File: src/rtl/dsc_pkg.sv
package dsc_pkg;

   localparam int STATE_BITS     = 32;
   localparam int CSR_INDEX_BITS = 3;
   localparam int CSR_DATA_BITS  = 20;

   localparam logic [CSR_INDEX_BITS-1:0] CSR_FREQ      = 3'd0;
   localparam logic [CSR_INDEX_BITS-1:0] CSR_RESONANCE = 3'd1;
   localparam logic [CSR_INDEX_BITS-1:0] CSR_STAGE_AMT = 3'd2;
   localparam logic [CSR_INDEX_BITS-1:0] CSR_GAIN      = 3'd3;
   localparam logic [CSR_INDEX_BITS-1:0] CSR_WET       = 3'd4;

   typedef enum logic [4:0] {
      ST_C0, ST_C1, ST_C2, ST_C3, ST_C4, ST_C5, ST_C6, ST_C7,
      ST_C8, ST_C9, ST_C10, ST_C11, ST_C12, ST_C13,
      ST_IDLE, ST_LD,
      ST_M1, ST_M2, ST_M3, ST_M4, ST_M5, ST_M6, ST_M7, ST_M8,
      ST_G1, ST_G2, ST_X1, ST_X2, ST_X3, ST_OUT
   } ctrl_state_type;

   typedef enum logic [4:0] {
      MUL_NONE, MUL_FF, MUL_F2F, MUL_F3F, MUL_R015, MUL_RCRC, MUL_A0RR, MUL_BF3,
      MUL_B_DIFF, MUL_CFB_T, MUL_A_X, MUL_CFA_LT, MUL_Y_W, MUL_O_W,
      MUL_X_GAIN, MUL_X_WET, MUL_DRY_WET
   } mul_sel_type;

   typedef enum logic [3:0] {
      WB_NONE, WB_F2, WB_F3, WB_A0, WB_RC, WB_RR, WB_B, WB_A,
      WB_NT, WB_Y, WB_X16, WB_OUT
   } wb_sel_type;

   typedef struct packed {
      mul_sel_type mul_sel;
      logic        accum;
      wb_sel_type  wb_sel;
      logic        accept;
      logic        load_state;
      logic        idx_inc;
   } dp_cmd_type;

   typedef struct packed {
      logic stage_on;
      logic last_stage;
      logic gain_on;
      logic wet_on;
   } dp_status_type;

endpackage

File: src/rtl/double_exp_smoothing_cascade_top.sv
// channel  direction  handshake              payload
// req      in         req_valid/req_ready    req_sample_in
// rsp      out        rsp_valid/rsp_ready    rsp_sample_out
// csr      in         csr_we                 csr_index, csr_wdata
//
// One shared multiply-accumulate unit does all the work: an item is accepted,
// runs through every engaged stage in turn, then through bypass check, gain,
// mix and output.
// Reset and every register write start a coefficient pass; req_ready is
// low meanwhile. A result waiting in the output register stalls only the next
// item's final write; the next item is taken as soon as the current one is done.
module double_exp_smoothing_cascade_top
   import dsc_pkg::*;
#(
   parameter int NUM_STAGES  = 8,
   parameter int SAMPLE_BITS = 24,
   parameter int COEF_BITS   = 16
)(
   input  logic                          clock,
   input  logic                          reset,
   input  logic                          req_valid,
   output logic                          req_ready,
   input  logic signed [SAMPLE_BITS-1:0] req_sample_in,
   output logic                          rsp_valid,
   input  logic                          rsp_ready,
   output logic signed [SAMPLE_BITS-1:0] rsp_sample_out,
   input  logic                          csr_we,
   input  logic [CSR_INDEX_BITS-1:0]     csr_index,
   input  logic [CSR_DATA_BITS-1:0]      csr_wdata
);

   dp_cmd_type    cmd;
   dp_status_type status;

   dsc_ctrl u_ctrl (
      .clock     (clock),
      .reset     (reset),
      .req_valid (req_valid),
      .req_ready (req_ready),
      .rsp_valid (rsp_valid),
      .rsp_ready (rsp_ready),
      .csr_write (csr_we),
      .status    (status),
      .cmd       (cmd)
   );

   dsc_datapath #(
      .NUM_STAGES  (NUM_STAGES),
      .SAMPLE_BITS (SAMPLE_BITS),
      .COEF_BITS   (COEF_BITS)
   ) u_datapath (
      .clock          (clock),
      .reset          (reset),
      .csr_we         (csr_we),
      .csr_index      (csr_index),
      .csr_wdata      (csr_wdata),
      .req_sample_in  (req_sample_in),
      .rsp_sample_out (rsp_sample_out),
      .cmd            (cmd),
      .status         (status)
   );

endmodule

File: src/rtl/dsc_ctrl.sv
module dsc_ctrl
   import dsc_pkg::*;
(
   input  logic          clock,
   input  logic          reset,
   input  logic          req_valid,
   output logic          req_ready,
   output logic          rsp_valid,
   input  logic          rsp_ready,
   input  logic          csr_write,
   input  dp_status_type status,
   output dp_cmd_type    cmd
);

   ctrl_state_type state_ff, state_in;
   logic           rsp_valid_ff, rsp_valid_in;
   logic           out_load;

   always_ff @(posedge clock) begin
      if (reset) begin
         state_ff     <= ST_C0;
         rsp_valid_ff <= 1'b0;
      end else begin
         state_ff     <= state_in;
         rsp_valid_ff <= rsp_valid_in;
      end
   end

   always_comb begin
      state_in    = state_ff;
      cmd         = '0;
      cmd.mul_sel = MUL_NONE;
      cmd.wb_sel  = WB_NONE;
      out_load    = 1'b0;
      req_ready   = 1'b0;
      case (state_ff)
         ST_C0: begin cmd.mul_sel = MUL_FF; state_in = ST_C1; end
         ST_C1: begin cmd.wb_sel = WB_F2; state_in = ST_C2; end
         ST_C2: begin cmd.mul_sel = MUL_F2F; state_in = ST_C3; end
         ST_C3: begin cmd.wb_sel = WB_F3; state_in = ST_C4; end
         ST_C4: begin cmd.mul_sel = MUL_F3F; state_in = ST_C5; end
         ST_C5: begin cmd.wb_sel = WB_A0; state_in = ST_C6; end
         ST_C6: begin cmd.mul_sel = MUL_R015; state_in = ST_C7; end
         ST_C7: begin cmd.wb_sel = WB_RC; state_in = ST_C8; end
         ST_C8: begin cmd.mul_sel = MUL_RCRC; state_in = ST_C9; end
         ST_C9: begin cmd.wb_sel = WB_RR; state_in = ST_C10; end
         ST_C10: begin cmd.mul_sel = MUL_A0RR; state_in = ST_C11; end
         ST_C11: begin cmd.wb_sel = WB_B; state_in = ST_C12; end
         ST_C12: begin cmd.mul_sel = MUL_BF3; state_in = ST_C13; end
         ST_C13: begin cmd.wb_sel = WB_A; state_in = ST_IDLE; end
         ST_IDLE: begin
            req_ready = 1'b1;
            if (req_valid) begin
               cmd.accept = 1'b1;
               state_in   = ST_LD;
            end
         end
         ST_LD: begin
            cmd.load_state = 1'b1;
            state_in = status.stage_on ? ST_M1 : ST_G1;
         end
         ST_M1: begin cmd.mul_sel = MUL_B_DIFF; state_in = ST_M2; end
         ST_M2: begin cmd.mul_sel = MUL_CFB_T; cmd.accum = 1'b1; state_in = ST_M3; end
         ST_M3: begin
            cmd.mul_sel = MUL_A_X;
            cmd.wb_sel  = WB_NT;
            state_in    = ST_M4;
         end
         ST_M4: begin cmd.mul_sel = MUL_CFA_LT; cmd.accum = 1'b1; state_in = ST_M5; end
         ST_M5: begin cmd.wb_sel = WB_Y; state_in = ST_M6; end
         ST_M6: begin cmd.mul_sel = MUL_Y_W; state_in = ST_M7; end
         ST_M7: begin cmd.mul_sel = MUL_O_W; cmd.accum = 1'b1; state_in = ST_M8; end
         ST_M8: begin
            cmd.wb_sel  = WB_X16;
            cmd.idx_inc = 1'b1;
            state_in    = status.last_stage ? ST_G1 : ST_LD;
         end
         ST_G1: begin
            if (status.gain_on) begin
               cmd.mul_sel = MUL_X_GAIN;
               state_in    = ST_G2;
            end else begin
               state_in = ST_X1;
            end
         end
         ST_G2: begin cmd.wb_sel = WB_X16; state_in = ST_X1; end
         ST_X1: begin
            if (status.wet_on) begin
               cmd.mul_sel = MUL_X_WET;
               state_in    = ST_X2;
            end else begin
               state_in = ST_OUT;
            end
         end
         ST_X2: begin cmd.mul_sel = MUL_DRY_WET; cmd.accum = 1'b1; state_in = ST_X3; end
         ST_X3: begin cmd.wb_sel = WB_X16; state_in = ST_OUT; end
         ST_OUT: begin
            if (!rsp_valid_ff || rsp_ready) begin
               cmd.wb_sel = WB_OUT;
               out_load   = 1'b1;
               state_in   = ST_IDLE;
            end
         end
         default: state_in = ST_C0;
      endcase
      if (csr_write) begin
         state_in = ST_C0;
      end
   end

   always_comb begin
      if (out_load) begin
         rsp_valid_in = 1'b1;
      end else if (rsp_ready) begin
         rsp_valid_in = 1'b0;
      end else begin
         rsp_valid_in = rsp_valid_ff;
      end
   end

   assign rsp_valid = rsp_valid_ff;

endmodule

File: src/rtl/dsc_datapath.sv
module dsc_datapath
   import dsc_pkg::*;
#(
   parameter int NUM_STAGES  = 8,
   parameter int SAMPLE_BITS = 24,
   parameter int COEF_BITS   = 16
)(
   input  logic                          clock,
   input  logic                          reset,
   input  logic                          csr_we,
   input  logic [CSR_INDEX_BITS-1:0]     csr_index,
   input  logic [CSR_DATA_BITS-1:0]      csr_wdata,
   input  logic signed [SAMPLE_BITS-1:0] req_sample_in,
   output logic signed [SAMPLE_BITS-1:0] rsp_sample_out,
   input  dp_cmd_type                    cmd,
   output dp_status_type                 status
);

   localparam int IDX_W = (NUM_STAGES > 1) ? $clog2(NUM_STAGES) : 1;
   localparam int CW    = COEF_BITS + 2;
   localparam int OPA_W = 34;
   localparam int OPB_W = (CW > 18) ? CW : 18;
   localparam int PRD_W = OPA_W + OPB_W;
   localparam int ACC_W = PRD_W + 1;
   localparam int SW    = STATE_BITS;

   localparam longint ONE_L  = 64'sd1 << COEF_BITS;
   localparam longint EPS_L  = (ONE_L + 50000) / 100000;
   localparam longint C015_L = (15 * ONE_L + 50) / 100;
   localparam longint C012_L = (12 * ONE_L + 50) / 100;
   localparam longint K999_L = (999 * ONE_L + 500) / 1000;

   localparam logic signed [ACC_W-1:0] ONE_A  = ACC_W'(ONE_L);
   localparam logic signed [ACC_W-1:0] EPS_A  = ACC_W'(EPS_L);
   localparam logic signed [ACC_W-1:0] C012_A = ACC_W'(C012_L);
   localparam logic signed [CW-1:0]    ONE_C  = CW'(ONE_L);
   localparam logic signed [CW-1:0]    C015_C = CW'(C015_L);
   localparam logic signed [CW-1:0]    K999_C = CW'(K999_L);
   localparam logic signed [ACC_W-1:0] HALF_C = ACC_W'(64'sd1 << (COEF_BITS - 1));
   localparam logic signed [ACC_W-1:0] HALF_16 = ACC_W'(32768);
   localparam logic signed [ACC_W-1:0] S32_MAX = {{(ACC_W-SW+1){1'b0}}, {(SW-1){1'b1}}};
   localparam logic signed [ACC_W-1:0] S32_MIN = ~S32_MAX;
   localparam logic signed [SW-1:0] SMP_MAX =
      {{(SW-SAMPLE_BITS+1){1'b0}}, {(SAMPLE_BITS-1){1'b1}}};
   localparam logic signed [SW-1:0] SMP_MIN = ~SMP_MAX;

   logic [15:0] freq_ff, res_ff;
   logic [19:0] amt_ff;
   logic [16:0] gain_ff, wet_ff;

   logic signed [CW-1:0] f2_ff, f3_ff, a0_ff, rc_ff, rr_ff, b_ff, a_ff;
   logic signed [SW-1:0] lvl_ff [NUM_STAGES];
   logic signed [SW-1:0] trd_ff [NUM_STAGES];
   logic signed [SW-1:0] dry_ff, x_ff, lv_ff, tr_ff, nt_ff, y_ff, prev_ff;
   logic [IDX_W-1:0]     idx_ff;
   logic signed [ACC_W-1:0] acc_ff, acc_in;
   logic signed [SAMPLE_BITS-1:0] out_ff;

   logic [COEF_BITS+15:0] fk, rk;
   logic [COEF_BITS-1:0]  f, r;
   logic signed [CW-1:0]  cfa, cfb, one_minus_b;
   logic signed [SW:0]    d, lt;
   logic signed [SW-1:0]  other;
   logic signed [21:0]    wdiff;
   logic [16:0]           w, wc, wetc;
   logic signed [OPA_W-1:0] opa;
   logic signed [OPB_W-1:0] opb;
   logic signed [PRD_W-1:0] prod;
   logic signed [ACC_W-1:0] rnd_c, rnd_16, sat_c, a0_t, a_t;
   logic signed [SW-1:0]    out_sat;

   always_ff @(posedge clock) begin
      if (reset) begin
         freq_ff <= 16'd32768;
         res_ff  <= 16'd32768;
         amt_ff  <= 20'd65536;
         gain_ff <= 17'd65536;
         wet_ff  <= 17'd65536;
      end else if (csr_we) begin
         case (csr_index)
            CSR_FREQ:      freq_ff <= csr_wdata[15:0];
            CSR_RESONANCE: res_ff  <= csr_wdata[15:0];
            CSR_STAGE_AMT: amt_ff  <= csr_wdata;
            CSR_GAIN:      gain_ff <= csr_wdata[16:0];
            CSR_WET:       wet_ff  <= csr_wdata[16:0];
            default: ;
         endcase
      end
   end

   assign fk = {freq_ff, COEF_BITS'(0)};
   assign rk = {res_ff, COEF_BITS'(0)};
   assign f  = fk[COEF_BITS+15:16];
   assign r  = rk[COEF_BITS+15:16];

   assign cfa         = K999_C - a_ff;
   assign cfb         = K999_C - b_ff;
   assign one_minus_b = ONE_C - b_ff;
   assign d           = (SW+1)'(x_ff) - (SW+1)'(lv_ff);
   assign lt          = (SW+1)'(lv_ff) + (SW+1)'(tr_ff);
   assign other       = (idx_ff == '0) ? dry_ff : prev_ff;

   assign wdiff = $signed({2'b00, amt_ff}) - $signed(22'({idx_ff, 16'd0}));
   assign w     = (wdiff > 22'sd65536) ? 17'd65536 : wdiff[16:0];
   assign wc    = 17'd65536 - w;
   assign wetc  = 17'd65536 - wet_ff;

   assign status.stage_on   = (wdiff > 22'sd0);
   assign status.last_stage = (idx_ff == IDX_W'(NUM_STAGES - 1));
   assign status.gain_on    = (gain_ff < 17'd65536);
   assign status.wet_on     = (wet_ff < 17'd65536);

   always_comb begin
      opa = '0;
      opb = '0;
      case (cmd.mul_sel)
         MUL_FF:      begin opa = OPA_W'({1'b0, f}); opb = OPB_W'({1'b0, f}); end
         MUL_F2F:     begin opa = OPA_W'(f2_ff); opb = OPB_W'({1'b0, f}); end
         MUL_F3F:     begin opa = OPA_W'(f3_ff); opb = OPB_W'({1'b0, f}); end
         MUL_R015:    begin opa = OPA_W'({1'b0, r}); opb = OPB_W'(C015_C); end
         MUL_RCRC:    begin opa = OPA_W'(rc_ff); opb = OPB_W'(rc_ff); end
         MUL_A0RR:    begin opa = OPA_W'(a0_ff); opb = OPB_W'(rr_ff); end
         MUL_BF3:     begin opa = OPA_W'(one_minus_b); opb = OPB_W'(f3_ff); end
         MUL_B_DIFF:  begin opa = OPA_W'(d); opb = OPB_W'(b_ff); end
         MUL_CFB_T:   begin opa = OPA_W'(tr_ff); opb = OPB_W'(cfb); end
         MUL_A_X:     begin opa = OPA_W'(x_ff); opb = OPB_W'(a_ff); end
         MUL_CFA_LT:  begin opa = OPA_W'(lt); opb = OPB_W'(cfa); end
         MUL_Y_W:     begin opa = OPA_W'(y_ff); opb = OPB_W'({1'b0, w}); end
         MUL_O_W:     begin opa = OPA_W'(other); opb = OPB_W'({1'b0, wc}); end
         MUL_X_GAIN:  begin opa = OPA_W'(x_ff); opb = OPB_W'({1'b0, gain_ff}); end
         MUL_X_WET:   begin opa = OPA_W'(x_ff); opb = OPB_W'({1'b0, wet_ff}); end
         MUL_DRY_WET: begin opa = OPA_W'(dry_ff); opb = OPB_W'({1'b0, wetc}); end
         default: ;
      endcase
   end

   assign prod   = opa * opb;
   assign acc_in = cmd.accum ? acc_ff + ACC_W'(prod) : ACC_W'(prod);

   assign rnd_c  = (acc_ff + HALF_C) >>> COEF_BITS;
   assign rnd_16 = (acc_ff + HALF_16) >>> 16;
   assign sat_c  = (rnd_c > S32_MAX) ? S32_MAX : ((rnd_c < S32_MIN) ? S32_MIN : rnd_c);
   assign a0_t   = (rnd_c + EPS_A > ONE_A) ? ONE_A : rnd_c + EPS_A;
   assign a_t    = (ACC_W'(a0_ff) + rnd_c > ONE_A) ? ONE_A : ACC_W'(a0_ff) + rnd_c;
   assign out_sat = (x_ff > SMP_MAX) ? SMP_MAX : ((x_ff < SMP_MIN) ? SMP_MIN : x_ff);

   always_ff @(posedge clock) begin
      if (cmd.mul_sel != MUL_NONE) begin
         acc_ff <= acc_in;
      end
      if (cmd.accept) begin
         dry_ff <= SW'(req_sample_in);
         x_ff   <= SW'(req_sample_in);
      end
      if (cmd.load_state) begin
         lv_ff <= lvl_ff[idx_ff];
         tr_ff <= trd_ff[idx_ff];
      end
      case (cmd.wb_sel)
         WB_F2:  f2_ff <= CW'(rnd_c);
         WB_F3:  f3_ff <= CW'(rnd_c);
         WB_A0:  a0_ff <= CW'(a0_t);
         WB_RC:  rc_ff <= CW'(rnd_c + C012_A);
         WB_RR:  rr_ff <= CW'(rnd_c);
         WB_B:   b_ff  <= CW'(rnd_c);
         WB_A:   a_ff  <= CW'(a_t);
         WB_NT:  nt_ff <= SW'(sat_c);
         WB_Y:   y_ff  <= SW'(sat_c);
         WB_X16: begin
            x_ff    <= SW'(rnd_16);
            prev_ff <= y_ff;
         end
         WB_OUT: out_ff <= SAMPLE_BITS'(out_sat);
         default: ;
      endcase
   end

   always_ff @(posedge clock) begin
      if (reset) begin
         idx_ff <= '0;
         for (int i = 0; i < NUM_STAGES; i++) begin
            lvl_ff[i] <= '0;
            trd_ff[i] <= '0;
         end
      end else begin
         if (cmd.accept) begin
            idx_ff <= '0;
         end else if (cmd.idx_inc) begin
            idx_ff <= idx_ff + 1'b1;
         end
         if (cmd.wb_sel == WB_Y) begin
            lvl_ff[idx_ff] <= SW'(sat_c);
            trd_ff[idx_ff] <= nt_ff;
         end
      end
   end

   assign rsp_sample_out = out_ff;

endmodule
File: config.mk
export PLATFORM = sky130hd
export DESIGN_NAME = double_exp_smoothing_cascade_top
export DESIGN_NICKNAME = d
export VERILOG_FILES = /design/src/rtl/dsc_pkg.sv /design/src/rtl/double_exp_smoothing_cascade_top.sv /design/src/rtl/dsc_ctrl.sv /design/src/rtl/dsc_datapath.sv
export SDC_FILE = /design/constraint.sdc
export NUM_CORES = 2
export LEC_CHECK = 0
export BUFFER_PORTS_ARGS = -buffer_cell sky130_fd_sc_hd__buf_2
export CORE_ASPECT_RATIO = 1.25
export CORE_MARGIN = 2
export CORE_UTILIZATION = 65
export CTS_CLUSTER_SIZE = 30
export DETAILED_ROUTE_END_ITERATION = 10
export PLACE_DENSITY = 0.84
export SYNTH_ARGS = -nofsm -noshare
export SYNTH_HDL_FRONTEND = slang
export SYNTH_SLANG_ARGS = --single-unit
File: constraint.sdc
create_clock -name clock -period 15.4 [get_ports clock]
set_input_delay 2.31 -clock clock [delete_from_list [all_inputs] [get_ports clock]]
set_output_delay 2.31 -clock clock [all_outputs]
set_load 0.05 [all_outputs]
==> out/summary.txt <==
dpl hpwl -> 174 mm
Row Count -> 139
clock tree sinks -> 1026
top post-synthesis cells by count -> nand2_1, edfxtp_1, inv_1
Final Max Tran Viols -> 0
hold depth -> 0
CP endpoint kind -> register
Setup crit start kind -> register
starting density of the core -> 65.4%
CTS clk-pin slew, worst paths -> 60 ps
Max Cap Viol -> 0
switch share -> 25.7%
P_sw -> 1580 uW
Yosys warning count -> 0
P per Cell Area -> 76.8 nW/um^2
pin count of the biggest net entering global routing -> 153
H-Tree Depth -> 3
Synth Register Bits -> 1026
Worst Max-Slew Pin Slew -> 1400 ps
Post-Syn Area -> 74900 sq um
vias in the first global route -> 60917
overall power -> 6140 uW
async set-reset flop share out of synthesis -> 0%
die area -> 118000 sq um
Cells after Synth -> 7495
root buf cell -> clkbuf_16
Multi-input gate area -> 40700 sq um
Die Ht -> 384 um
reg-to-reg endpoint -> u_datapath.acc_ff[47]$_DFFE_PP_
final hold vios -> 0
GR Overflow Total -> 0
final worst path period need -> 14470 ps
vias per inst -> 6.77
GRT Util Overall -> 41.4%
first-pass GRT wire length -> 366 mm
Slowest-stage cell, CP -> inv_1
cts repair resizes -> 0
register area -> 29900 sq um
RSZ-0062 raised after global routing -> no
Seq/Total Area, Yosys -> 39.9%
final core occ -> 69.8%
number of antenna violations at the first check in global routing -> 9
setup violators final -> 0
via count -> 60642
DRC violations left -> 0
syn_area_per_cell -> 9.99 sq um
Hold EP -> u_datapath.prev_ff[20]$_DFFE_PN_
r2r startpoint -> u_datapath.idx_ff[1]$_SDFFE_PP0P_
status -> complete, no violations
crit share post-route -> 93.9%
Setup CP Type -> register to register
worst skew pair latency -> 720 ps
Leak -> 0.0341 uW
Post-DRT Antenna Nets -> 0
number of buffers added on ports -> 77
P_int -> 4560 uW
fmax -> 0.0691 GHz
slew margin rel. -> 6.89%
top cells by area, synth -> edfxtp_1, fa_1, ha_1
Comb pwr share -> 10.3%
Final Net Count -> 8316
Max clock buf depth -> 3
Yosys cell types -> 95
# IOs -> 78
HP Start -> u_datapath.y_ff[20]$_DFFE_PN_
Hold WS -> 453 ps
worst min path class -> register to register
Synth Flop Type -> edfxtp_1
reg2reg path depth -> 48
clock network fraction of total power -> 38.4%
Core Area -> 115000 sq um
maximum vdd ir drop -> 0.000143 V
Synth area leader -> edfxtp_1
post-synthesis net count -> 8423
Die Width -> 308 um
CTS tree -> yes
CP max stage delay -> 710 ps
routability cong. -> 1.07
Seq pwr share -> 51.3%
post-synth top area share -> 37.3%
Crit path top cell by count -> fa_1
wire per inst -> 27.2 um
count leader, synth -> nand2_1
Fill cells -> 8369
hold_buf cts -> 0
register-to-register setup slack -> 930 ps
Req. time, crit path -> 15840 ps
first-pass iteration count of the detailed router -> 8
share of layout cells above drive strength 1 -> 6.71%
synthesis-to-finish area growth -> 6.81%
DRT iter0 DRCs -> 8308
Post-synth EDFFs -> 931
crit-path max FO -> 26
WP data arrival -> 14910 ps
# Post-CTS Setup Buffers -> 0
Setup crit start -> u_datapath.idx_ff[1]$_SDFFE_PP0P_
skew final -> 28.3 ps
WL final -> 244 mm
Num CTS Buffers -> 92
final setup TNS -> 0 ps
[sequential cells by signal, indices dropped and copies added (netlist names), 20 cells and up]
register                   count
u_datapath.lv_ff              32
u_datapath.rsp_sample_out     24
u_datapath.x_ff               32
u_datapath.y_ff               32
u_datapath.dry_ff             24
u_datapath.amt_ff             20
u_datapath.lvl_ff            256
u_datapath.prev_ff            32
u_datapath.acc_ff             53
u_datapath.tr_ff              32
u_datapath.nt_ff              32
u_datapath.trd_ff            256
[stage by stage]
step                std cells  cell area (sq um)  setup slack [ps]
finish                   8951              80000               933
global route             8943              80000               157
floorplan                7495              74900              3250
global placement         8774              77000              1570
CTS                      8943              80000              1180
detailed placement       8774              77000              1210
[worst max path at each step]
stage,slack (ps),cells past startpoint,to
floorplan,3250,52,u_datapath.acc_ff[47]$_DFFE_PP_
detailed placement,1210,48,u_datapath.acc_ff[47]$_DFFE_PP_
CTS,1180,48,u_datapath.acc_ff[47]$_DFFE_PP_
global placement,1570,48,u_datapath.acc_ff[47]$_DFFE_PP_
finish,930,48,u_datapath.acc_ff[47]$_DFFE_PP_
global route,160,48,u_datapath.acc_ff[47]$_DFFE_PP_
[per-layer routing]
layer	share of wire, %	vias to the layer above	global-route usage [%]
met1	35	29451	51.8
met2	46	4203	65.8
li1	-	25985	-
met3	12	991	9.59
met5	0.034	-	0
met4	7.0	12	25.0
[area by class of cell]
| class | count | area share (%) |
|---|---|---|
| clock inverters | 51 | 0.663 |
| multi-input cells | 5229 | 50.9 |
| well taps | 1480 | 2.31 |
| repair buffers | 223 | 1.85 |
| flip-flops and latches | 1026 | 37.3 |
| inverters | 816 | 3.83 |
| clock buffers | 118 | 3.13 |
| diodes | 8 | 0.0250 |
[cell families after synthesis]
| logic type | after synthesis | synth area share (%) |
|---|---|---|
| buffers and inverters | 1240 | 6.25 |
| muxes | 45 | 0.620 |
| and+or+nand+nor | 2530 | 16.0 |
| adders and majority gates | 876 | 20.4 |
| AOI/OAI and AO/OA | 1516 | 13.7 |
| xor gates and xnor gates | 262 | 3.06 |
| DFF | 1026 | 39.9 |
[layout by cell type, fill, tap and decap left out, drive strengths merged, types with 74 or more instances in the layout]
cell,synthesis,routed
xor2,92,92
o21ai,216,216
fa,580,580
and2,95,95
a21o,118,118
edfxtp,931,931
and3,302,302
nand2,942,942
inv,811,818
clkbuf,386,118
nor2,553,553
a22oi,298,298
xnor2,170,170
nand4,132,132
ha,296,296
a21oi,380,380
dfxtp,95,95
nand3,105,105
buf,38,223
nor3,114,114
a221oi,74,74
[critical path: cells and delay by family, from the launching register on]
kind	cells	cell delay, ps
flip-flops	1	500
XOR/XNOR	2	380
buffers and inverters	8	1750
AND/OR/NAND/NOR	6	1030
AO/OA/AOI/OAI	22	5570
adder cells (fa/ha/maj)	10	4910
[power by group through the flow]
stage | logic (uW) | clock network (uW) | registers, uW
after floorplan | 394 | 0 | 3190
after global placement | 594 | 0 | 3210
after detailed placement | 602 | 0 | 3210
after CTS | 608 | 2350 | 3150
after global routing | 672 | 2460 | 3160
final | 631 | 2360 | 3150
Note: power is estimated with default switching activity, not from simulation.
